==> src/rtl/lkvc_pkg.sv <==
// ----------------------------------------------------------------------------
// lkvc_pkg: shared types and constants for the LRU key-value cache
// Entry count, derived widths, payload structs, sequencer states and the
// command bundle between the sequencer and the key/value store.
// ----------------------------------------------------------------------------
package lkvc_pkg;

   // table size and derived widths
   localparam int MAX_ENTRIES = 16;
   localparam int IDX_W  = (MAX_ENTRIES > 1) ? $clog2(MAX_ENTRIES) : 1;
   localparam int RANK_W = IDX_W;
   localparam int CNT_W  = $clog2(MAX_ENTRIES + 1);
   localparam int CSR_W  = 5;
   localparam int CAP_W  = (CNT_W > CSR_W) ? CNT_W : CSR_W;
   localparam int DATA_W = 32;

   localparam logic [CSR_W-1:0] CAP_RESET = CSR_W'(16);

   // request kinds
   localparam logic REQ_GET = 1'b0;
   localparam logic REQ_PUT = 1'b1;

   typedef struct packed {
      logic                     req_type;
      logic signed [DATA_W-1:0] lookup_key;
      logic signed [DATA_W-1:0] write_value;
   } lkvc_request_type;

   typedef struct packed {
      logic                     hit;
      logic signed [DATA_W-1:0] read_value;
   } lkvc_response_type;

   typedef enum logic [2:0] {
      ST_IDLE,
      ST_SCAN,
      ST_DECIDE,
      ST_UPDATE,
      ST_RESP
   } lkvc_state_type;

   // sequencer to store: one read port per memory, one shared write address
   typedef struct packed {
      logic                     key_rd_en;
      logic [IDX_W-1:0]         key_rd_addr;
      logic                     val_rd_en;
      logic [IDX_W-1:0]         val_rd_addr;
      logic                     wr_en;
      logic [IDX_W-1:0]         wr_addr;
      logic signed [DATA_W-1:0] wr_key;
      logic signed [DATA_W-1:0] wr_value;
   } lkvc_store_cmd_type;

endpackage

==> src/rtl/lkvc_store.sv <==
// ----------------------------------------------------------------------------
// lkvc_store: key and value memories
// One write address shared by both memories, one registered read port each.
// ----------------------------------------------------------------------------
module lkvc_store (
   input  logic                                clock,
   input  lkvc_pkg::lkvc_store_cmd_type        cmd,
   output logic signed [lkvc_pkg::DATA_W-1:0]  rd_key,
   output logic signed [lkvc_pkg::DATA_W-1:0]  rd_value
);

   logic signed [lkvc_pkg::DATA_W-1:0] key_mem [lkvc_pkg::MAX_ENTRIES];
   logic signed [lkvc_pkg::DATA_W-1:0] val_mem [lkvc_pkg::MAX_ENTRIES];
   logic signed [lkvc_pkg::DATA_W-1:0] rd_key_ff;
   logic signed [lkvc_pkg::DATA_W-1:0] rd_value_ff;

   // write both memories at the chosen entry
   always_ff @(posedge clock) begin
      if (cmd.wr_en) begin
         key_mem[cmd.wr_addr] <= cmd.wr_key;
         val_mem[cmd.wr_addr] <= cmd.wr_value;
      end
   end

   // registered reads; hold the last word when not enabled
   always_ff @(posedge clock) begin
      if (cmd.key_rd_en) begin
         rd_key_ff <= key_mem[cmd.key_rd_addr];
      end
      if (cmd.val_rd_en) begin
         rd_value_ff <= val_mem[cmd.val_rd_addr];
      end
   end

   assign rd_key   = rd_key_ff;
   assign rd_value = rd_value_ff;

endmodule

==> src/rtl/lkvc_ctrl.sv <==
// ----------------------------------------------------------------------------
// lkvc_ctrl: request sequencer with the shared key comparator
// Scans the entries one a cycle through a single comparator, then, except on a
// get miss or a put at capacity zero, walks the recency ranks one a cycle to
// promote or insert. Holds valid bits, ranks and the fill count.
// ----------------------------------------------------------------------------
module lkvc_ctrl (
   input  logic                                clock,
   input  logic                                reset,
   input  logic [lkvc_pkg::CSR_W-1:0]          capacity,
   input  logic                                req_valid,
   input  lkvc_pkg::lkvc_request_type          req_data,
   output logic                                idle,
   input  logic                                out_free,
   output logic                                rsp_load,
   output lkvc_pkg::lkvc_response_type         rsp_next,
   output lkvc_pkg::lkvc_store_cmd_type        store_cmd,
   input  logic signed [lkvc_pkg::DATA_W-1:0]  rd_key,
   input  logic signed [lkvc_pkg::DATA_W-1:0]  rd_value
);

   localparam logic [lkvc_pkg::CNT_W-1:0] CNT_MAX  = lkvc_pkg::CNT_W'(lkvc_pkg::MAX_ENTRIES);
   localparam logic [lkvc_pkg::CNT_W-1:0] CNT_LAST =
      lkvc_pkg::CNT_W'(lkvc_pkg::MAX_ENTRIES - 1);
   localparam logic [lkvc_pkg::CAP_W-1:0] CAP_MAX  = lkvc_pkg::CAP_W'(lkvc_pkg::MAX_ENTRIES);

   lkvc_pkg::lkvc_state_type          state_ff, state_in;
   lkvc_pkg::lkvc_request_type        req_ff, req_in;
   logic [lkvc_pkg::CNT_W-1:0]        idx_ff, idx_in;

   // compare stage, used in the cycle after the key read is issued
   logic                              cmp_pend_ff, cmp_pend_in;
   logic                              cmp_valid_ff, cmp_valid_in;
   logic [lkvc_pkg::IDX_W-1:0]        cmp_idx_ff, cmp_idx_in;
   logic [lkvc_pkg::RANK_W-1:0]       cmp_rank_ff, cmp_rank_in;

   // scan results
   logic                              hit_ff, hit_in;
   logic [lkvc_pkg::IDX_W-1:0]        hit_idx_ff, hit_idx_in;
   logic [lkvc_pkg::RANK_W-1:0]       hit_rank_ff, hit_rank_in;
   logic                              free_ff, free_in;
   logic [lkvc_pkg::IDX_W-1:0]        free_idx_ff, free_idx_in;
   logic                              lru_ff, lru_in;
   logic [lkvc_pkg::IDX_W-1:0]        lru_idx_ff, lru_idx_in;
   logic [lkvc_pkg::RANK_W-1:0]       lru_rank_ff, lru_rank_in;

   // rank update pass
   logic [lkvc_pkg::IDX_W-1:0]        target_ff, target_in;
   logic [lkvc_pkg::CNT_W-1:0]        thresh_ff, thresh_in;

   // table state
   logic                              valid_ff [lkvc_pkg::MAX_ENTRIES];
   logic [lkvc_pkg::RANK_W-1:0]       rank_ff  [lkvc_pkg::MAX_ENTRIES];
   logic [lkvc_pkg::CNT_W-1:0]        fill_ff, fill_in;

   logic                              valid_set;
   logic [lkvc_pkg::IDX_W-1:0]        valid_idx;
   logic                              rank_we;
   logic [lkvc_pkg::RANK_W-1:0]       rank_wdata;

   logic [lkvc_pkg::IDX_W-1:0]        cur;
   logic                              cur_valid;
   logic [lkvc_pkg::RANK_W-1:0]       cur_rank;
   logic [lkvc_pkg::CAP_W-1:0]        cap_ext;
   logic [lkvc_pkg::CAP_W-1:0]        cap_eff;
   logic [lkvc_pkg::CAP_W-1:0]        fill_ext;

   assign cur       = idx_ff[lkvc_pkg::IDX_W-1:0];
   assign cur_valid = valid_ff[cur];
   assign cur_rank  = rank_ff[cur];

   // saturate the capacity register to the table size
   assign cap_ext  = lkvc_pkg::CAP_W'(capacity);
   assign cap_eff  = (cap_ext > CAP_MAX) ? CAP_MAX : cap_ext;
   assign fill_ext = lkvc_pkg::CAP_W'(fill_ff);

   // state and control registers
   always_ff @(posedge clock) begin
      if (reset) begin
         state_ff    <= lkvc_pkg::ST_IDLE;
         cmp_pend_ff <= 1'b0;
         fill_ff     <= '0;
      end else begin
         state_ff    <= state_in;
         cmp_pend_ff <= cmp_pend_in;
         fill_ff     <= fill_in;
      end
   end

   // working registers
   always_ff @(posedge clock) begin
      req_ff       <= req_in;
      idx_ff       <= idx_in;
      cmp_valid_ff <= cmp_valid_in;
      cmp_idx_ff   <= cmp_idx_in;
      cmp_rank_ff  <= cmp_rank_in;
      hit_ff       <= hit_in;
      hit_idx_ff   <= hit_idx_in;
      hit_rank_ff  <= hit_rank_in;
      free_ff      <= free_in;
      free_idx_ff  <= free_idx_in;
      lru_ff       <= lru_in;
      lru_idx_ff   <= lru_idx_in;
      lru_rank_ff  <= lru_rank_in;
      target_ff    <= target_in;
      thresh_ff    <= thresh_in;
   end

   // valid bits and recency ranks
   always_ff @(posedge clock) begin
      if (reset) begin
         for (int i = 0; i < lkvc_pkg::MAX_ENTRIES; i++) begin
            valid_ff[i] <= 1'b0;
            rank_ff[i]  <= '0;
         end
      end else begin
         if (valid_set) begin
            valid_ff[valid_idx] <= 1'b1;
         end
         if (rank_we) begin
            rank_ff[cur] <= rank_wdata;
         end
      end
   end

   // sequencer: next state, datapath control and store commands
   always_comb begin
      state_in     = state_ff;
      req_in       = req_ff;
      idx_in       = idx_ff;
      cmp_pend_in  = 1'b0;
      cmp_valid_in = cmp_valid_ff;
      cmp_idx_in   = cmp_idx_ff;
      cmp_rank_in  = cmp_rank_ff;
      hit_in       = hit_ff;
      hit_idx_in   = hit_idx_ff;
      hit_rank_in  = hit_rank_ff;
      free_in      = free_ff;
      free_idx_in  = free_idx_ff;
      lru_in       = lru_ff;
      lru_idx_in   = lru_idx_ff;
      lru_rank_in  = lru_rank_ff;
      target_in    = target_ff;
      thresh_in    = thresh_ff;
      fill_in      = fill_ff;
      valid_set    = 1'b0;
      valid_idx    = free_idx_ff;
      rank_we      = 1'b0;
      rank_wdata   = '0;
      idle         = 1'b0;
      rsp_load     = 1'b0;
      rsp_next.hit        = hit_ff;
      rsp_next.read_value = hit_ff ? rd_value : '1;
      store_cmd.key_rd_en   = 1'b0;
      store_cmd.key_rd_addr = cur;
      store_cmd.val_rd_en   = 1'b0;
      store_cmd.val_rd_addr = hit_idx_ff;
      store_cmd.wr_en       = 1'b0;
      store_cmd.wr_addr     = hit_idx_ff;
      store_cmd.wr_key      = req_ff.lookup_key;
      store_cmd.wr_value    = req_ff.write_value;

      unique case (state_ff)
         lkvc_pkg::ST_IDLE: begin
            idle = 1'b1;
            // take a request and clear the scan results
            if (req_valid) begin
               req_in   = req_data;
               idx_in   = '0;
               hit_in   = 1'b0;
               free_in  = 1'b0;
               lru_in   = 1'b0;
               state_in = lkvc_pkg::ST_SCAN;
            end
         end

         lkvc_pkg::ST_SCAN: begin
            // issue the key read and track free and least recent entries
            if (idx_ff != CNT_MAX) begin
               store_cmd.key_rd_en = 1'b1;
               cmp_pend_in  = 1'b1;
               cmp_valid_in = cur_valid;
               cmp_idx_in   = cur;
               cmp_rank_in  = cur_rank;
               if (!cur_valid && !free_ff) begin
                  free_in     = 1'b1;
                  free_idx_in = cur;
               end
               if (cur_valid && (!lru_ff || cur_rank > lru_rank_ff)) begin
                  lru_in      = 1'b1;
                  lru_idx_in  = cur;
                  lru_rank_in = cur_rank;
               end
               idx_in = idx_ff + 1'b1;
            end else begin
               state_in = lkvc_pkg::ST_DECIDE;
            end
            // shared comparator on the key read last cycle
            if (cmp_pend_ff && cmp_valid_ff && !hit_ff && rd_key == req_ff.lookup_key) begin
               hit_in      = 1'b1;
               hit_idx_in  = cmp_idx_ff;
               hit_rank_in = cmp_rank_ff;
            end
         end

         lkvc_pkg::ST_DECIDE: begin
            idx_in    = '0;
            target_in = hit_idx_ff;
            thresh_in = lkvc_pkg::CNT_W'(hit_rank_ff);
            if (req_ff.req_type == lkvc_pkg::REQ_GET) begin
               // fetch the value on a hit, then promote
               if (hit_ff) begin
                  store_cmd.val_rd_en = 1'b1;
                  state_in = lkvc_pkg::ST_UPDATE;
               end else begin
                  state_in = lkvc_pkg::ST_RESP;
               end
            end else if (cap_eff == '0) begin
               state_in = lkvc_pkg::ST_IDLE;
            end else if (hit_ff) begin
               // update in place
               store_cmd.wr_en = 1'b1;
               state_in = lkvc_pkg::ST_UPDATE;
            end else if (fill_ext < cap_eff) begin
               // fill a free entry; every valid entry ages by one
               store_cmd.wr_en   = 1'b1;
               store_cmd.wr_addr = free_idx_ff;
               valid_set = 1'b1;
               fill_in   = fill_ff + 1'b1;
               target_in = free_idx_ff;
               thresh_in = CNT_MAX;
               state_in  = lkvc_pkg::ST_UPDATE;
            end else begin
               // replace the least recent entry
               store_cmd.wr_en   = 1'b1;
               store_cmd.wr_addr = lru_idx_ff;
               target_in = lru_idx_ff;
               thresh_in = lkvc_pkg::CNT_W'(lru_rank_ff);
               state_in  = lkvc_pkg::ST_UPDATE;
            end
         end

         lkvc_pkg::ST_UPDATE: begin
            // target becomes most recent; younger valid entries age by one
            if (cur == target_ff) begin
               rank_we    = 1'b1;
               rank_wdata = '0;
            end else if (cur_valid && lkvc_pkg::CNT_W'(cur_rank) < thresh_ff) begin
               rank_we    = 1'b1;
               rank_wdata = cur_rank + 1'b1;
            end
            idx_in = idx_ff + 1'b1;
            if (idx_ff == CNT_LAST) begin
               state_in = (req_ff.req_type == lkvc_pkg::REQ_GET) ? lkvc_pkg::ST_RESP
                                                                 : lkvc_pkg::ST_IDLE;
            end
         end

         lkvc_pkg::ST_RESP: begin
            // hand the result to the output register once it is free
            if (out_free) begin
               rsp_load = 1'b1;
               state_in = lkvc_pkg::ST_IDLE;
            end
         end

         default: begin
            state_in = lkvc_pkg::ST_IDLE;
         end
      endcase
   end

endmodule

==> src/rtl/lru_key_value_cache.sv <==
// ----------------------------------------------------------------------------
// lru_key_value_cache: fully associative key-value cache, LRU replacement
// Get and put requests; a get returns hit and value (-1 on a miss), a put
// returns nothing. Recency is kept as one rank per entry.
//
//   channel   direction  handshake             payload
//   req_      in         req_valid / req_stall lkvc_request_type
//   rsp_      out        rsp_valid / rsp_stall lkvc_response_type
//   csr_      in         csr_wr_en             active capacity, 5 bits
//
// From one request to the next, a get hit and a put that stores go through the
// single key comparator scan plus the rank walk; a get miss skips the walk, as
// does a put at capacity zero. req_stall is high while a request is in flight.
// A result waits in the output register under rsp_stall while the next request
// is taken. Synchronous reset clears every valid bit and rank at once.
// ----------------------------------------------------------------------------
module lru_key_value_cache (
   input  logic                               clock,
   input  logic                               reset,
   input  logic                               req_valid,
   output logic                               req_stall,
   input  lkvc_pkg::lkvc_request_type         req_data,
   output logic                               rsp_valid,
   input  logic                               rsp_stall,
   output lkvc_pkg::lkvc_response_type        rsp_data,
   input  logic                               csr_wr_en,
   input  logic [lkvc_pkg::CSR_W-1:0]         csr_wr_data
);

   logic [lkvc_pkg::CSR_W-1:0]          cap_ff;
   logic                                rsp_valid_ff, rsp_valid_in;
   lkvc_pkg::lkvc_response_type         rsp_data_ff, rsp_data_in;

   logic                                idle;
   logic                                out_free;
   logic                                rsp_load;
   lkvc_pkg::lkvc_response_type         rsp_next;
   lkvc_pkg::lkvc_store_cmd_type        store_cmd;
   logic signed [lkvc_pkg::DATA_W-1:0]  rd_key;
   logic signed [lkvc_pkg::DATA_W-1:0]  rd_value;

   // capacity register
   always_ff @(posedge clock) begin
      if (reset) begin
         cap_ff <= lkvc_pkg::CAP_RESET;
      end else if (csr_wr_en) begin
         cap_ff <= csr_wr_data;
      end
   end

   // output register: drop on take, load when the sequencer hands over
   assign out_free = !(rsp_valid_ff && rsp_stall);

   always_comb begin
      rsp_valid_in = rsp_valid_ff && rsp_stall;
      rsp_data_in  = rsp_data_ff;
      if (rsp_load) begin
         rsp_valid_in = 1'b1;
         rsp_data_in  = rsp_next;
      end
   end

   always_ff @(posedge clock) begin
      if (reset) begin
         rsp_valid_ff <= 1'b0;
      end else begin
         rsp_valid_ff <= rsp_valid_in;
      end
   end

   always_ff @(posedge clock) begin
      rsp_data_ff <= rsp_data_in;
   end

   assign rsp_valid = rsp_valid_ff;
   assign rsp_data  = rsp_data_ff;
   assign req_stall = !idle;

   lkvc_ctrl u_ctrl (
      .clock     (clock),
      .reset     (reset),
      .capacity  (cap_ff),
      .req_valid (req_valid),
      .req_data  (req_data),
      .idle      (idle),
      .out_free  (out_free),
      .rsp_load  (rsp_load),
      .rsp_next  (rsp_next),
      .store_cmd (store_cmd),
      .rd_key    (rd_key),
      .rd_value  (rd_value)
   );

   lkvc_store u_store (
      .clock    (clock),
      .cmd      (store_cmd),
      .rd_key   (rd_key),
      .rd_value (rd_value)
   );

endmodule
==> config.mk <==
export PLATFORM = sky130hd
export DESIGN_NAME = lru_key_value_cache
export DESIGN_NICKNAME = d
export VERILOG_FILES = /design/src/rtl/lkvc_pkg.sv /design/src/rtl/lkvc_store.sv /design/src/rtl/lkvc_ctrl.sv /design/src/rtl/lru_key_value_cache.sv
export SDC_FILE = /design/constraint.sdc
export NUM_CORES = 1
export LEC_CHECK = 0
export ABC_CLOCK_PERIOD_IN_PS = 7200
export BUFFER_PORTS_ARGS = -buffer_cell sky130_fd_sc_hd__clkbuf_2
export CAP_MARGIN = 25
export CORE_UTILIZATION = 25
export DETAILED_ROUTE_END_ITERATION = 8
export PLACE_DENSITY = 0.38
export SKIP_LAST_GASP = 1
export SLEW_MARGIN = 20
export SYNTH_ARGS = -nofsm -noshare
export SYNTH_HDL_FRONTEND = slang
export SYNTH_HIERARCHICAL = 1
export SYNTH_SLANG_ARGS = --single-unit
==> constraint.sdc <==
create_clock -name clock -period 7.2 [get_ports clock]
set_input_delay 1.08 -clock clock [delete_from_list [all_inputs] [get_ports clock]]
set_output_delay 1.08 -clock clock [all_outputs]
set_load 0.05 [all_outputs]
==> results of run 1 <==
==> worst paths after layout <==
| path | startpoint | endpoint | slack [ns] | cells after the start |
|---|---|---|---|---|
| setup / recovery | cap_ff[4] | u_store/key_mem[14][29] | 2.14 | 11 |
| hold / removal | u_ctrl/cmp_idx_ff[0] | u_ctrl/hit_idx_ff[0] | 0.42 | 0 |
| setup reg to reg | cap_ff[4] | u_store/key_mem[14][29] | 2.14 | 11 |
| hold reg to reg | u_ctrl/cmp_idx_ff[0] | u_ctrl/hit_idx_ff[0] | 0.42 | 0 |
==> layout by cell type (no fill, tap or decap), types with 36 or more instances in the layout <==
cell                        instances
sky130_fd_sc_hd__a22oi_1          131
sky130_fd_sc_hd__buf_4             55
sky130_fd_sc_hd__clkbuf_1          38
sky130_fd_sc_hd__clkbuf_16        156
sky130_fd_sc_hd__clkbuf_2         109
sky130_fd_sc_hd__edfxtp_1        1296
sky130_fd_sc_hd__mux4_2           264
sky130_fd_sc_hd__nand2_1          107
sky130_fd_sc_hd__nand2b_1          36
sky130_fd_sc_hd__nor2_1            98
==> flip-flops by register name, summed over array words and instances (netlist names), 5 cells and up, named ones only <==
| register | cells |
|---|---|
| u_ctrl/idx_ff | 5 |
| u_ctrl/thresh_ff | 5 |
| u_store/key_mem | 512 |
| u_ctrl/fill_ext | 5 |
| rsp_data | 33 |
| cap_ff | 5 |
| u_ctrl/rank_ff | 64 |
| u_store/rd_value | 32 |
| u_store/val_mem | 512 |
| u_store/rd_key | 32 |
| u_ctrl/valid_ff | 16 |
| u_ctrl/store_cmd | 64 |
==> through the flow <==
| step | cells | power [W] |
|---|---|---|
| after floorplan | 2470 | 0.00968 |
| after global placement | 5127 | 0.0101 |
| after detailed placement | 5133 | 0.0101 |
| after CTS | 5396 | 0.0174 |
| after global routing | 5400 | 0.0178 |
| final | 5400 | 0.0171 |
==> final cells by class <==
type,count,area share (%)
clock buffers,195,6.82
flip-flops and latches,1331,66.5
diodes,2,0.00841
repair buffers,181,2.23
inverters,23,0.145
multi-input cells,928,17.7
well taps,2672,5.62
clock inverters,68,0.958
==> cell families after synthesis <==
| group | share of synthesized area, % |
|---|---|
| compound gates | 3.21 |
| fa+ha+maj | 0.440 |
| xor+xnor | 0.736 |
| flops | 77.5 |
| simple gates | 3.31 |
| mux | 12.5 |
| buf+inv | 2.37 |
==> critical path, delay by kind of cell (launching register included) <==
| family | cells | cell delay, ns |
|---|---|---|
| buffers and inverters | 2 | 0.72 |
| flip-flops | 1 | 0.33 |
| AO/OA/AOI/OAI | 3 | 0.99 |
| AND/OR/NAND/NOR | 4 | 2.07 |
| adder cells (fa/ha/maj) | 1 | 0.28 |
| multiplexers | 1 | 0.25 |
==> power by group through the flow <==
stage | Sequential [W] | Clock, W | Combinational (W)
6_report | 0.00885 | 0.00725 | 0.00102
5_1_grt | 0.00888 | 0.00779 | 0.00111
4_1_cts | 0.00886 | 0.00752 | 0.00106
3_5_place_dp | 0.00903 | 0 | 0.00105
3_3_place_gp | 0.00902 | 0 | 0.00105
2_1_floorplan | 0.00887 | 0 | 0.000814
==> routing by layer <==
metal  routed length (microns)  up-vias  track usage [%]
met5                         0        -                0
met4                      3110        0             3.87
met3                      5290      174             2.31
met2                     65300      497             21.5
met1                     58100    13000             16.9
li1                          -    10300                -
==> impl_table.tex, run 1 <==
\begin{tabular}{lr}
\hline
Metric & Value \\
\hline
\multicolumn{2}{l}{\textbf{Power}} \\
\quad Net Switching & 0.00390 W \\
\quad Pwr dens & 288 nW/um\^{}2 \\
\quad Power share of the combinational group & 5.9\% \\
\quad Sequential fraction of design power & 51.7\% \\
\quad Fraction of power spent switching nets & 22.8\% \\
\quad Part of the power in the clock network & 42.4\% \\
\quad Leakage power total & 18.6 nW \\
\quad Worst IR Drop VDD & 0.263 mV \\
\quad Power Internal & 0.0132 W \\
\multicolumn{2}{l}{\textbf{CTS}} \\
\quad TritonCTS Sinks & 1,331 \\
\quad Clock Tree Buf Depth & 3 \\
\quad Resized cells post-CTS & 0 \\
\quad Post-CTS setup repair buffer count & 0 \\
\quad Clock-pin slew on the worst setup and hold paths & 0.06 ns \\
\quad H-tree levels & 4 \\
\quad Root Buffer & sky130\_fd\_sc\_hd\_\_clkbuf\_16 \\
\quad Clock Latency Late Sink & 0.80 ns \\
\quad Number of buffers inserted for hold repair after clock tree synthesis & 0 \\
\quad Clock buffers created by TritonCTS & 152 \\
\quad CTS tree & done \\
\multicolumn{2}{l}{\textbf{Min path}} \\
\quad HP Class & register to register \\
\multicolumn{2}{l}{\textbf{Final layout}} \\
\quad Area of all placed cells without fillers & 59,500 sq um \\
\quad Sequential Area & 39,600 sq um \\
\quad Net count of the finished layout & 2,710 \\
\quad Share of post-route cells with drive strength above 1 & 25.9\% \\
\quad Filler Cells Inserted & 19,800 \\
\quad Final core area utilization & 29.4\% \\
\quad Layout Area Growth over Synthesis & 16.4\% \\
\quad Area occupied by multi-input gates & 10,500 sq um \\
\multicolumn{2}{l}{\textbf{Placed design}} \\
\quad Place WS & 2.10 ns \\
\quad Cell Area, Placed & 54,900 sq um \\
\quad Weighted congestion reported at the end of routability-driven placement & 0.737 \\
\quad Half-perimeter wire length after detailed placement & 76.8 mm \\
\quad Count of port buffers added during placement & 109 \\
\multicolumn{2}{l}{\textbf{Timing}} \\
\quad Setup Total Neg Slack & 0 ns \\
\quad Max Slew Vio Count & 0 \\
\quad Largest clock skew in the final design & 0.0377 ns \\
\quad Hold slack final & 0.417 ns \\
\quad Part of the cycle the worst path needs & 70.2\% \\
\quad Final setup violating endpoints & 0 \\
\quad Worst path setup slack after routing & 2.14 ns \\
\quad Transition time at the pin with the least slew margin & 1.06 ns \\
\quad Headroom to the max-slew limit & 29.5\% \\
\quad Final Hold Violating Endpoints & 0 \\
\quad Maximum clock frequency & 0.198 GHz \\
\quad Unrepaired setup endpoints after global routing & false \\
\quad Crit path time final & 5.06 ns \\
\multicolumn{2}{l}{\textbf{Worst setup path}} \\
\quad Worst endpoint required time & 7.61 ns \\
\quad Most used cell, CP & sky130\_fd\_sc\_hd\_\_a21oi\_1 \\
\quad CP endpoint kind & register \\
\quad Kind of critical path & register to register \\
\quad Critical Path Max Stage Delay & 0.86 ns \\
\quad Crit path DAT & 5.47 ns \\
\quad Cell Chain, Critical Path & inv\_1 > nand2\_1 > ha\_1 > a21oi\_1 > o21a\_1 > nor2\_1 > mux2i\_1 > a21oi\_1 > nand2b\_1 > nor2\_4 > buf\_4 \\
\quad Nature of the critical path startpoint & register \\
\quad Slowest stage cell on the critical path & sky130\_fd\_sc\_hd\_\_nor2\_4 \\
\quad Peak fanout along the critical path & 26 \\
\multicolumn{2}{l}{\textbf{Yosys}} \\
\quad Leading cell types by total area after synthesis & sky130\_fd\_sc\_hd\_\_edfxtp\_1, sky130\_fd\_sc\_hd\_\_mux4\_2, sky130\_fd\_sc\_hd\_\_a22oi\_1 \\
\quad Ys Warns & 6 \\
\quad Share of the synthesized area in the top cell type & 76.1\% \\
\quad Seq/Total Area, Yosys & 77.5\% \\
\quad List of most frequent post-synthesis cells & sky130\_fd\_sc\_hd\_\_edfxtp\_1, sky130\_fd\_sc\_hd\_\_mux4\_2, sky130\_fd\_sc\_hd\_\_a22oi\_1 \\
\quad Synthesized area & 51,200 sq um \\
\quad Prevailing post-synth register cell & sky130\_fd\_sc\_hd\_\_edfxtp\_1 \\
\quad Number of cells produced by synthesis & 2,470 \\
\quad Share of synthesized flip-flops with an asynchronous set or reset & 0\% \\
\quad Syn Nets & 2,563 \\
\quad Number of enable flip-flop cells after synthesis & 1,296 \\
\quad Most repeated cell in the gate-level netlist after synthesis & sky130\_fd\_sc\_hd\_\_edfxtp\_1 \\
\quad Synth unique cells & 67 \\
\quad Synthesized area per cell & 20.7 sq um \\
\quad Cell taking the most area after synthesis & sky130\_fd\_sc\_hd\_\_edfxtp\_1 \\
\quad Flip-flop and latch count after synthesis & 1,331 \\
\multicolumn{2}{l}{\textbf{Drt}} \\
\quad Residual DRC count & 0 \\
\quad Count of routing violations after the opening detailed-route iteration & 1,906 \\
\quad Wirelength, routed & 132 mm \\
\quad DR vias/cell & 4.45 \\
\quad Antenna-violating nets left & 0 \\
\quad DR WL/cell & 24.4 microns \\
\quad Drt first pass iters & 5 \\
\quad Total number of vias & 24,000 \\
\multicolumn{2}{l}{\textbf{Global route}} \\
\quad Maximum number of pins on one net before global-route repair & 130 \\
\quad Tot GR Track Use & 12.8\% \\
\quad Sum of overflow across all layers after global routing & 0 \\
\quad Number of global-route vias before repair & 25,900 \\
\quad Global-route wire length before repair & 190 mm \\
\quad Antenna violations before repair & 6 \\
\multicolumn{2}{l}{\textbf{Floorplanning}} \\
\quad Horizontal extent of the die & 454 microns \\
\quad Die area & 206,000 sq um \\
\quad IO Count & 110 \\
\quad Starting utilization of the core area & 25.2\% \\
\quad Standard-cell row count & 165 \\
\quad Floorplan Core Area & 203,000 sq um \\
\quad Y dimension of the die & 454 microns \\
\multicolumn{2}{l}{\textbf{Run}} \\
\quad Max-cap violation count & 0 \\
\multicolumn{2}{l}{\textbf{Outcome}} \\
\quad Outcome & finished clean \\
\hline
\end{tabular}
No activity file was read; power rests on OpenSTA's default activity.
==> run 2, diff against run 1 <==
--- a/config.mk
+++ b/config.mk
@@ -5,7 +5,7 @@
 export SDC_FILE = /design/constraint.sdc
 export NUM_CORES = 1
 export LEC_CHECK = 0
-export ABC_CLOCK_PERIOD_IN_PS = 7200
+export ABC_CLOCK_PERIOD_IN_PS = 4580
 export BUFFER_PORTS_ARGS = -buffer_cell sky130_fd_sc_hd__clkbuf_2
 export CAP_MARGIN = 25
 export CORE_UTILIZATION = 25
==> constraint.sdc (replaced) <==
create_clock -name clock -period 4.58 [get_ports clock]
set_input_delay 0.687 -clock clock [delete_from_list [all_inputs] [get_ports clock]]
set_output_delay 0.687 -clock clock [all_outputs]
set_load 0.05 [all_outputs]
==> run 2 against run 1 <==
Compared with the run above:
- first-iteration DRC count is 4.4% lower
- critical endpoint is now u_ctrl/rank_ff[4][1]
- combinational power rose by 58%
- power increased by 60%
- global-route usage is 0.34 points lower
- clock power up 64%
- sequential power increased by 57%
==> impl_table.tex, run 2 (same netlist as run 1, synthesis figures left out) <==
\begin{tabular}{lr}
\hline
Metric & Value \\
\hline
\multicolumn{2}{l}{\textbf{Outcome}} \\
\quad Outcome & finished clean (unchanged) \\
\multicolumn{2}{l}{\textbf{Global route}} \\
\quad Antenna violations before repair & 4 (was 6) \\
\quad Maximum number of pins on one net before global-route repair & 130 (unchanged) \\
\quad Number of global-route vias before repair & 26,400 (was 25,900) \\
\quad Global-route wire length before repair & 186 mm (was 190 mm) \\
\quad Tot GR Track Use & 12.5\% (was 12.8\%) \\
\quad Sum of overflow across all layers after global routing & 0 (unchanged) \\
\multicolumn{2}{l}{\textbf{CTS}} \\
\quad Clock buffers created by TritonCTS & 150 (was 152) \\
\quad Clock Tree Buf Depth & 3 (unchanged) \\
\quad Root Buffer & sky130\_fd\_sc\_hd\_\_clkbuf\_16 (unchanged) \\
\quad Number of buffers inserted for hold repair after clock tree synthesis & 0 (unchanged) \\
\quad Post-CTS setup repair buffer count & 0 (unchanged) \\
\quad TritonCTS Sinks & 1,331 (unchanged) \\
\quad Resized cells post-CTS & 0 (unchanged) \\
\quad H-tree levels & 4 (unchanged) \\
\quad Clock Latency Late Sink & 0.78 ns (was 0.80 ns) \\
\quad Clock-pin slew on the worst setup and hold paths & 0.06 ns (about the same) \\
\quad CTS tree & done (unchanged) \\
\multicolumn{2}{l}{\textbf{Worst setup path}} \\
\quad Worst endpoint required time & 5.00 ns (was 7.61 ns) \\
\quad Crit path DAT & 4.61 ns (was 5.47 ns) \\
\quad CP endpoint kind & register (unchanged) \\
\quad Nature of the critical path startpoint & register (unchanged) \\
\quad Kind of critical path & register to register (unchanged) \\
\quad Peak fanout along the critical path & 16 (was 26) \\
\multicolumn{2}{l}{\textbf{Placed design}} \\
\quad Place WS & 0.423 ns (was 2.10 ns) \\
\quad Weighted congestion reported at the end of routability-driven placement & 0.732 (was 0.737) \\
\quad Count of port buffers added during placement & 109 (unchanged) \\
\quad Cell Area, Placed & 55,200 sq um (was 54,900 sq um) \\
\quad Half-perimeter wire length after detailed placement & 72.0 mm (was 76.8 mm) \\
\quad Placed Instances & 5,157 (was 5,133) \\
\multicolumn{2}{l}{\textbf{Timing}} \\
\quad Unrepaired setup endpoints after global routing & false (unchanged) \\
\quad Headroom to the max-slew limit & 30.9\% (was 29.5\%) \\
\quad Part of the cycle the worst path needs & 91.5\% (was 70.2\%) \\
\quad Maximum clock frequency & 0.239 GHz (was 0.198 GHz) \\
\quad Transition time at the pin with the least slew margin & 1.04 ns (was 1.06 ns) \\
\quad Max Slew Vio Count & 0 (unchanged) \\
\quad Final setup violating endpoints & 0 (unchanged) \\
\quad Final Hold Violating Endpoints & 0 (unchanged) \\
\quad Largest clock skew in the final design & 0.0198 ns (was 0.0377 ns) \\
\quad Worst path setup slack after routing & 0.388 ns (was 2.14 ns) \\
\quad Crit path time final & 4.19 ns (was 5.06 ns) \\
\multicolumn{2}{l}{\textbf{Drt}} \\
\quad Total number of vias & 23,900 (was 24,000) \\
\quad DR WL/cell & 23.5 microns (was 24.4 microns) \\
\quad Wirelength, routed & 128 mm (was 132 mm) \\
\quad Count of routing violations after the opening detailed-route iteration & 1,823 (was 1,906) \\
\quad Antenna-violating nets left & 0 (unchanged) \\
\quad Drt first pass iters & 6 (was 5) \\
\quad DR vias/cell & 4.39 (was 4.45) \\
\quad Residual DRC count & 0 (unchanged) \\
\multicolumn{2}{l}{\textbf{Power}} \\
\quad Power Internal & 0.0213 W (was 0.0132 W) \\
\quad Final Total Pwr & 0.0274 W (was 0.0171 W) \\
\quad Pwr dens & 457 nW/um\^{}2 (was 288 nW/um\^{}2) \\
\quad Sequential fraction of design power & 50.7\% (was 51.7\%) \\
\quad Worst IR Drop VDD & 0.394 mV (was 0.263 mV) \\
\quad Fraction of power spent switching nets & 22.3\% (was 22.8\%) \\
\quad Leakage power total & 18.9 nW (was 18.6 nW) \\
\quad Part of the power in the clock network & 43.4\% (was 42.4\%) \\
\quad Power share of the combinational group & 5.9\% (about the same) \\
\quad Net Switching & 0.00613 W (was 0.00390 W) \\
\multicolumn{2}{l}{\textbf{Min path}} \\
\quad HP Class & input port to register (was register to register) \\
\multicolumn{2}{l}{\textbf{Run}} \\
\quad Max-cap violation count & 0 (unchanged) \\
\multicolumn{2}{l}{\textbf{Final layout}} \\
\quad Commonest cells after routing, fill and taps aside & sky130\_fd\_sc\_hd\_\_edfxtp\_1, sky130\_fd\_sc\_hd\_\_mux4\_2, sky130\_fd\_sc\_hd\_\_clkbuf\_16, sky130\_fd\_sc\_hd\_\_a22oi\_1, sky130\_fd\_sc\_hd\_\_clkbuf\_2 (unchanged) \\
\quad Share of post-route cells with drive strength above 1 & 27.2\% (was 25.9\%) \\
\quad Post-route insts no fill & 5,430 (was 5,400) \\
\quad Net count of the finished layout & 2,731 (was 2,710) \\
\quad Most common library cell in the layout ignoring fill and taps & sky130\_fd\_sc\_hd\_\_edfxtp\_1 (unchanged) \\
\quad Leading registers by flop count & u\_store/key\_mem (512), u\_store/val\_mem (512) (unchanged) \\
\quad Final core area utilization & 29.6\% (was 29.4\%) \\
\quad Area of all placed cells without fillers & 60,100 sq um (was 59,500 sq um) \\
\quad Layout Area Growth over Synthesis & 17.5\% (was 16.4\%) \\
\multicolumn{2}{l}{\textbf{Floorplanning}} \\
\quad IO Count & 110 (unchanged) \\
\quad Die area & 206,000 sq um (unchanged) \\
\quad Horizontal extent of the die & 454 microns (unchanged) \\
\quad Starting utilization of the core area & 25.2\% (unchanged) \\
\quad Y dimension of the die & 454 microns (unchanged) \\
\quad Floorplan Core Area & 203,000 sq um (unchanged) \\
\quad Standard-cell row count & 165 (unchanged) \\
\hline
\end{tabular}
## run 2: cell count changes in the layout (fill, tap and decap cells not counted), sizes merged
cell and delta:
buf +23, bufinv +11, clkbuf -13, clkinv +5, clkinvlp -3, diode -1
inv +8
## run 2: layout make-up
| cell class | count | area (sq um) |
|---|---|---|
| repair buffers | 204 | 1640 |
| multi-input cells | 928 | 10500 |
| well taps | 2672 | 3340 |
| diodes | 1 | 2.50 |
| clock buffers | 182 | 3930 |
| inverters | 23 | 86.3 |
| fillers | 19800 | 143000 |
| clock inverters | 89 | 938 |
| flip-flops and latches | 1331 | 39600 |
## run 2: worst max-delay path: stages, from the launching register on
cell,delay [ns]
sky130_fd_sc_hd__dfxtp_1,0.66
sky130_fd_sc_hd__mux4_1,0.64
sky130_fd_sc_hd__a22o_1,0.24
sky130_fd_sc_hd__a221oi_2,0.44
sky130_fd_sc_hd__inv_1,0.21
sky130_fd_sc_hd__ha_1,0.33
sky130_fd_sc_hd__a21o_1,0.16
sky130_fd_sc_hd__a21oi_1,0.17
sky130_fd_sc_hd__o21ai_0,0.13
sky130_fd_sc_hd__o211ai_2,0.15
sky130_fd_sc_hd__buf_4,0.26
sky130_fd_sc_hd__a21boi_1,0.43
## run 2: metrics by stage
stage          TNS (ns)  hold WS (ns)
2_1_floorplan   -317.40         0.400
3_3_place_gp          0         0.409
3_5_place_dp          0         0.411
4_1_cts               0       0.00538
5_1_grt               0        0.0299
6_report              0        0.0857
## run 2: power groups by stage
stage	clock [W]	combinational (W)	sequential [W]
finish	0.0119	0.00161	0.0139
global route	0.0128	0.00176	0.0140
CTS	0.0123	0.00167	0.0139
detailed placement	0	0.00166	0.0142
global placement	0	0.00164	0.0142
floorplan	0	0.00128	0.0139
## run 2: routing by layer
| layer | track usage (%) | vias to the layer above | part of all wire (%) | routed length (microns) |
|---|---|---|---|---|
| met1 | 16.0 | 12900 | 43 | 55400 |
| met3 | 2.25 | 173 | 3.7 | 4700 |
| met2 | 21.5 | 441 | 51 | 64900 |
| li1 | - | 10400 | - | - |
| met5 | 0 | - | 0 | 0 |
| met4 | 3.55 | 0 | 2.2 | 2790 |
## run 2: final timing paths
kind                        start                    to  slack [ns]  depth (start not counted)
max                      register  u_ctrl/rank_ff[4][1]        0.39                         11
max reg2reg              register  u_ctrl/rank_ff[4][1]        0.39                         11
min                  req_data[26]  u_ctrl/store_cmd[26]        0.09                          1
min reg2reg  u_ctrl/cmp_idx_ff[3]  u_ctrl/hit_idx_ff[3]        0.42                          0
